File: config.mk
export PLATFORM = sky130hd
export DESIGN_NAME = edcl_sqrt
export DESIGN_NICKNAME = d
export VERILOG_FILES = /design/src/edcl_sqrt.sv
export SDC_FILE = /design/constraint.sdc
export NUM_CORES = 2
export LEC_CHECK = 0
export ABC_AREA = 1
export CAP_MARGIN = 20
export CORE_MARGIN = 2
export CORE_UTILIZATION = 55
export DETAILED_ROUTE_END_ITERATION = 10
export DONT_BUFFER_PORTS = 1
export HOLD_SLACK_MARGIN = 0.05
export PLACE_DENSITY = 0.7
export REMOVE_ABC_BUFFERS = 1
export SLEW_MARGIN = 0
export SYNTH_ARGS = -nofsm -noshare
export SYNTH_HDL_FRONTEND = slang
export SYNTH_SLANG_ARGS = --single-unit
File: constraint.sdc
create_clock -name clk -period 5.6 [get_ports clk]
set_clock_uncertainty 0.1 [all_clocks]
set_input_delay 0.56 -clock clk [delete_from_list [all_inputs] [get_ports clk]]
set_output_delay 0.56 -clock clk [all_outputs]
set_load 0.05 [all_outputs]
File: src/edcl_sqrt.sv
// ----------------------------------------------------------------------------
// Pipelined integer square root
// Digit-by-digit floor square root, two result bits per register stage.
// ----------------------------------------------------------------------------
module edcl_sqrt #(
  parameter int unsigned RadicandW = 64,
  parameter type side_t = logic
) (
  input  logic                   clk,
  input  logic                   rst_n,
  input  logic                   en,
  input  logic                   in_valid,
  input  logic [RadicandW-1:0]   radicand,
  input  side_t                  in_side,
  output logic                   out_valid,
  output logic [RadicandW/2-1:0] root,
  output side_t                  out_side
);
  localparam int unsigned RootW  = RadicandW / 2;
  localparam int unsigned RemW   = RootW + 1;
  localparam int unsigned Stages = RootW / 2;
  localparam int unsigned WordW  = RemW + RootW + RadicandW;

  // Word layout: remainder, partial root, radicand bits not yet consumed.
  function automatic logic [WordW-1:0] sqrt_step(input logic [WordW-1:0] wd);
    logic [RemW-1:0]      rem;
    logic [RootW-1:0]     rt;
    logic [RadicandW-1:0] w;
    logic [RemW+1:0]      rem2;
    logic [RemW+1:0]      trial;
    logic [RemW+1:0]      diff;
    rem   = wd[WordW-1 -: RemW];
    rt    = wd[RadicandW +: RootW];
    w     = wd[RadicandW-1:0];
    rem2  = {rem, w[RadicandW-1 -: 2]};
    trial = {1'b0, rt, 2'b01};
    diff  = rem2 - trial;
    if (rem2 >= trial) begin
      return {diff[RemW-1:0], rt[RootW-2:0], 1'b1, w[RadicandW-3:0], 2'b00};
    end
    return {rem2[RemW-1:0], rt[RootW-2:0], 1'b0, w[RadicandW-3:0], 2'b00};
  endfunction

  logic [WordW-1:0] word_r [Stages];
  side_t            side_r [Stages];
  logic             v_r    [Stages];

  for (genvar s = 0; s < Stages; s++) begin : g_stage
    logic [WordW-1:0] word_in;
    side_t            side_in;
    logic             v_in;
    if (s == 0) begin : g_first
      assign word_in = {{(RemW + RootW){1'b0}}, radicand};
      assign side_in = in_side;
      assign v_in    = in_valid;
    end else begin : g_next
      assign word_in = word_r[s-1];
      assign side_in = side_r[s-1];
      assign v_in    = v_r[s-1];
    end

    always_ff @(posedge clk) begin
      if (!rst_n) begin
        v_r[s] <= 1'b0;
      end else if (en) begin
        v_r[s] <= v_in;
      end
    end

    always_ff @(posedge clk) begin
      if (en) begin
        word_r[s] <= sqrt_step(sqrt_step(word_in));
        side_r[s] <= side_in;
      end
    end
  end

  assign out_valid = v_r[Stages-1];
  assign root      = word_r[Stages-1][RadicandW +: RootW];
  assign out_side  = side_r[Stages-1];
endmodule

==> flow_metrics.tcl <==
set metrics [dict create \
    status "finished with violations" \
    failed_checks "max-slew violations" \
    chipWidth_um 413 \
    hold_violations 0 \
    antenna_found_initial 7 \
    ff2ff_setup_slack_ns 0.26 \
    first_pass_drt_iterations 7 \
    n_fill_cell 14900 \
    area_growth_pct 9.14 \
    pin_count 103 \
    detail_route.iter0.violations 9057 \
    worst_hold_path_type "input pin to flop" \
    clock-sinks 1255 \
    synth_async_sr_flop_share_pct 0 \
    synth_edf_count 1254 \
    route.detailed.wl_per_inst_um 20.3 \
    clk-insertion-delay-late_ns 0.82 \
    worst-path-max-fanout 27 \
    layout_worst_path_cycle_share_pct 95.3 \
    achievable_freq_mhz 187 \
    worst_setup_hold_path_clk_slew_ns 0.06 \
    reg2reg_to "word_r[1][492]" \
    dpl_worst_slack_ns -0.302 \
    most_used_flip_flop_cell_after_synthesis "sky130_fd_sc_hd__edfxtp_1" \
    synth_area_per_cell_um2 7.70 \
    post_drt_via_cell_ratio 5.77 \
    worst-endpoint-arrival_ns 5.83 \
    total_die_area_um2 171000 \
    route.antenna.remaining_nets 0 \
    post_synth_num_cell_types 82 \
    number_of_warnings_printed_during_yosys_synthesis 0 \
    power_density_nw_per_um2 479 \
    leakagePower_nw 44.2 \
    numPortBuffers 0 \
    die_h_um 413 \
    cts_htree_levels 4 \
    routabilityCongestion 1.06 \
    worst-setup-path-type "flop to flop" \
    cts_root_buffer "sky130_fd_sc_hd__clkbuf_16" \
    drive_above_1_share_pct 6.06 \
    setup_tns_ns 0 \
    route.vias.total 83400 \
    layout.cell_area.non_filler_um2 100000 \
    setup_viol 0 \
    globalRoute.totalOverflow 0 \
    totalPowerFinal_w 0.0481 \
    endpoint_kind "flop" \
    setup.worst_path.start_class "flop" \
    start_util_pct 55.2 \
    multiInputGateArea_um2 47200 \
    final_critical_delay_including_setup_and_external_delays_ns 5.34 \
    setup.worst_path.end "word_r[1][492]" \
    rows 150 \
    worst_setup_path_startpoint "word_r[1][326]" \
    yosysSeqAreaShare_pct 40.9 \
    flop_and_latch_count_out_of_synthesis 1255 \
    slew_violations 16 \
    pin_count_of_the_biggest_net_entering_global_routing 250 \
    grt_pass1_wl_um 446000 \
    max_slew.worst_pin.slew_ns 1.51 \
    grt_util_all_layers_pct 33.7 \
    first_global_vias 77800 \
    max_clock_buf_depth 3 \
    core_um2 167000 \
    cts_inserted_buffers 141 \
    drc 0 \
    max_cap_violations 0 \
    worstRegToRegCells 25 \
    num-nets-final 12800 \
    post_synth_instance_area_um2 92000 \
    drt-total-wl_um 294000 \
    vdd_ir_drop_max_uv 360 \
    detailed_place.area_um2 94800 \
    regToRegStartpoint "word_r[1][326]" \
    crit_required_ns 6.09 \
    synth_cells 12000 \
    hpwl_um 236000 \
    maxSlewHeadroom_pct -0.769 \
    setup_slack_ns 0.261 \
    cts_tree "yes" \
    seqCellArea_um2 37700 \
]
## sequential cells by signal, indices dropped and copies added (netlist names)
register  count
word_r     1223
v_r          16
side_r       16
## critical path, cell delays in order, from the launching register on
cell	delay, ns
sky130_fd_sc_hd__edfxtp_1	0.56
sky130_fd_sc_hd__inv_1	0.15
sky130_fd_sc_hd__ha_1	0.38
sky130_fd_sc_hd__a21oi_1	0.32
sky130_fd_sc_hd__nand2_1	0.12
sky130_fd_sc_hd__nand2_1	0.08
sky130_fd_sc_hd__nand2_1	0.05
sky130_fd_sc_hd__nand2_1	0.06
sky130_fd_sc_hd__nand3_1	0.12
sky130_fd_sc_hd__nand2_1	0.18
sky130_fd_sc_hd__nand2_4	0.06
sky130_fd_sc_hd__buf_4	0.24
sky130_fd_sc_hd__o21ai_0	0.58
sky130_fd_sc_hd__inv_1	0.10
sky130_fd_sc_hd__ha_1	0.41
sky130_fd_sc_hd__nand2_1	0.12
sky130_fd_sc_hd__nor2_1	0.14
sky130_fd_sc_hd__inv_1	0.08
sky130_fd_sc_hd__nor3_1	0.30
sky130_fd_sc_hd__nand3_1	0.13
sky130_fd_sc_hd__nand2_1	0.10
sky130_fd_sc_hd__inv_1	0.04
sky130_fd_sc_hd__nand2_1	0.12
sky130_fd_sc_hd__inv_4	0.11
sky130_fd_sc_hd__buf_12	0.17
sky130_fd_sc_hd__o21ai_1	0.32
## stage by stage
stage | util [%] | cells | hold slack [ns]
global route | 60.3 | 14500 | 0.186
global placement | 56.9 | 14100 | 0.300
finish | 60.3 | 14500 | 0.144
detailed placement | 56.9 | 14100 | 0.305
CTS | 60.2 | 14500 | 0.141
floorplan | - | 11800 | 0.300
## layer usage
| layer | track usage, % | vias to the layer above | wire [um] |
|---|---|---|---|
| li1 | - | 40100 | - |
| met1 | 45.8 | 38800 | 126000 |
| met5 | 0 | - | 14 |
| met4 | 13.9 | 2 | 13200 |
| met3 | 5.06 | 651 | 23100 |
| met2 | 53.9 | 3832 | 132000 |
## synth_stat cells (5+ instances only)
library cell                instances  area share [%]
sky130_fd_sc_hd__o21bai_1          54            0.44
sky130_fd_sc_hd__nand2_2           40            0.27
sky130_fd_sc_hd__nand3_1          736             4.0
sky130_fd_sc_hd__xnor2_1          253             2.4
sky130_fd_sc_hd__and3_1            12           0.082
sky130_fd_sc_hd__buf_6             41            0.50
sky130_fd_sc_hd__o21ai_2           24            0.23
sky130_fd_sc_hd__nand4_1          188             1.3
sky130_fd_sc_hd__nand3_2           43            0.47
sky130_fd_sc_hd__nor3_1           177            0.96
sky130_fd_sc_hd__nand3b_1          53            0.43
sky130_fd_sc_hd__a21oi_2           76            0.72
sky130_fd_sc_hd__clkinv_1           6           0.024
sky130_fd_sc_hd__ha_1             556             7.6
sky130_fd_sc_hd__nand2_4           11            0.13
sky130_fd_sc_hd__o2111ai_1          5           0.048
sky130_fd_sc_hd__and2_1            21            0.14
sky130_fd_sc_hd__nor3_2            11            0.12
sky130_fd_sc_hd__or2_2             32            0.22
sky130_fd_sc_hd__nor2_1          1261             5.1
sky130_fd_sc_hd__xor2_1           267             2.5
sky130_fd_sc_hd__a21o_1            32            0.26
sky130_fd_sc_hd__a21boi_0          11           0.090
sky130_fd_sc_hd__buf_4             24            0.20
sky130_fd_sc_hd__o21ai_0          623             3.4
sky130_fd_sc_hd__a31o_2             5           0.048
sky130_fd_sc_hd__edfxtp_1        1254              41
sky130_fd_sc_hd__o211ai_1          16            0.13
sky130_fd_sc_hd__inv_1           1598             6.5
sky130_fd_sc_hd__clkbuf_1          48            0.20
sky130_fd_sc_hd__nor4_1            43            0.29
sky130_fd_sc_hd__nor2_2            64            0.44
sky130_fd_sc_hd__a21oi_1          680             3.7
sky130_fd_sc_hd__o21a_1            31            0.25
sky130_fd_sc_hd__a211oi_1          13            0.11
sky130_fd_sc_hd__inv_2             56            0.23
sky130_fd_sc_hd__o21ai_1           98            0.53
sky130_fd_sc_hd__nor2_4            19            0.23
sky130_fd_sc_hd__nand2_1         3353              14
sky130_fd_sc_hd__a31oi_1           32            0.22
sky130_fd_sc_hd__buf_2             19            0.10
## cell usage in the layout (no fill, tap or decap), types with 253 or more instances in the layout
cell	count
sky130_fd_sc_hd__a21oi_1	680
sky130_fd_sc_hd__edfxtp_1	1254
sky130_fd_sc_hd__ha_1	556
sky130_fd_sc_hd__inv_1	1598
sky130_fd_sc_hd__nand2_1	3353
sky130_fd_sc_hd__nand3_1	736
sky130_fd_sc_hd__nor2_1	1260
sky130_fd_sc_hd__o21ai_0	597
sky130_fd_sc_hd__xnor2_1	253
sky130_fd_sc_hd__xor2_1	267
## what timing repair did
item | in CTS | in global routing
buffers inserted | 2 | 4
endpoints found under the setup margin | 5 | 123
hold buffers | 69 | 0
hold endpoints to repair | 205 | 0
pin swaps | 0 | 1
resized for setup | 3 | 46
## power breakdown
| part | switching (W) | total [W] | leakage [nW] | internal (W) |
|---|---|---|---|---|
| Sequential | 0.00136 | 0.0139 | 12.1 | 0.0125 |
| Combinational | 0.0166 | 0.0245 | 29.8 | 0.00794 |
| Clock | 0.00409 | 0.00967 | 2.31 | 0.00558 |
| Total | 0.0220 | 0.0481 | 44.2 | 0.0261 |
## how the worst min path moves through the flow
stage	cells past startpoint	to	from	slack, ns
final	1	word_r[0][574]	en	0.14
after global routing	1	word_r[0][705]	en	0.19
after CTS	3	word_r[0][99]	radicand[61]	0.14
after detailed placement	0	word_r[0][142]	word_r[0][9]	0.30
after global placement	0	word_r[0][303]	word_r[0][170]	0.30
after floorplan	0	side_r[0][1]	side_r[0][0]	0.30
## kinds of logic (layout without fill, tap and decap cells)
group | Yosys count | in the layout | synth area share (%)
buffers and inverters | 1801 | 2096 | 7.85
other | 1 | 6 | 0.00408
AND/OR/NAND/NOR | 6090 | 6090 | 28.2
AO/OA/AOI/OAI | 1731 | 1731 | 10.5
XOR/XNOR | 521 | 521 | 4.97
adder cells (fa/ha/maj) | 556 | 556 | 7.56
multiplexers | 1 | 1 | 0.0109
flip-flops | 1255 | 1255 | 40.9
## layout make-up
class                      instances  share of cell area [%]
sequential                      1255                    37.5
clock buffer                     162                    3.61
timing repair buffer             175                    1.69
multi-input combinational       8901                    47.0
clock inverter                    95                    1.20
inverter                        1664                    6.24
tap                             2204                    2.75
antenna                            4                 0.00997
(Power assumes the default switching activity.)
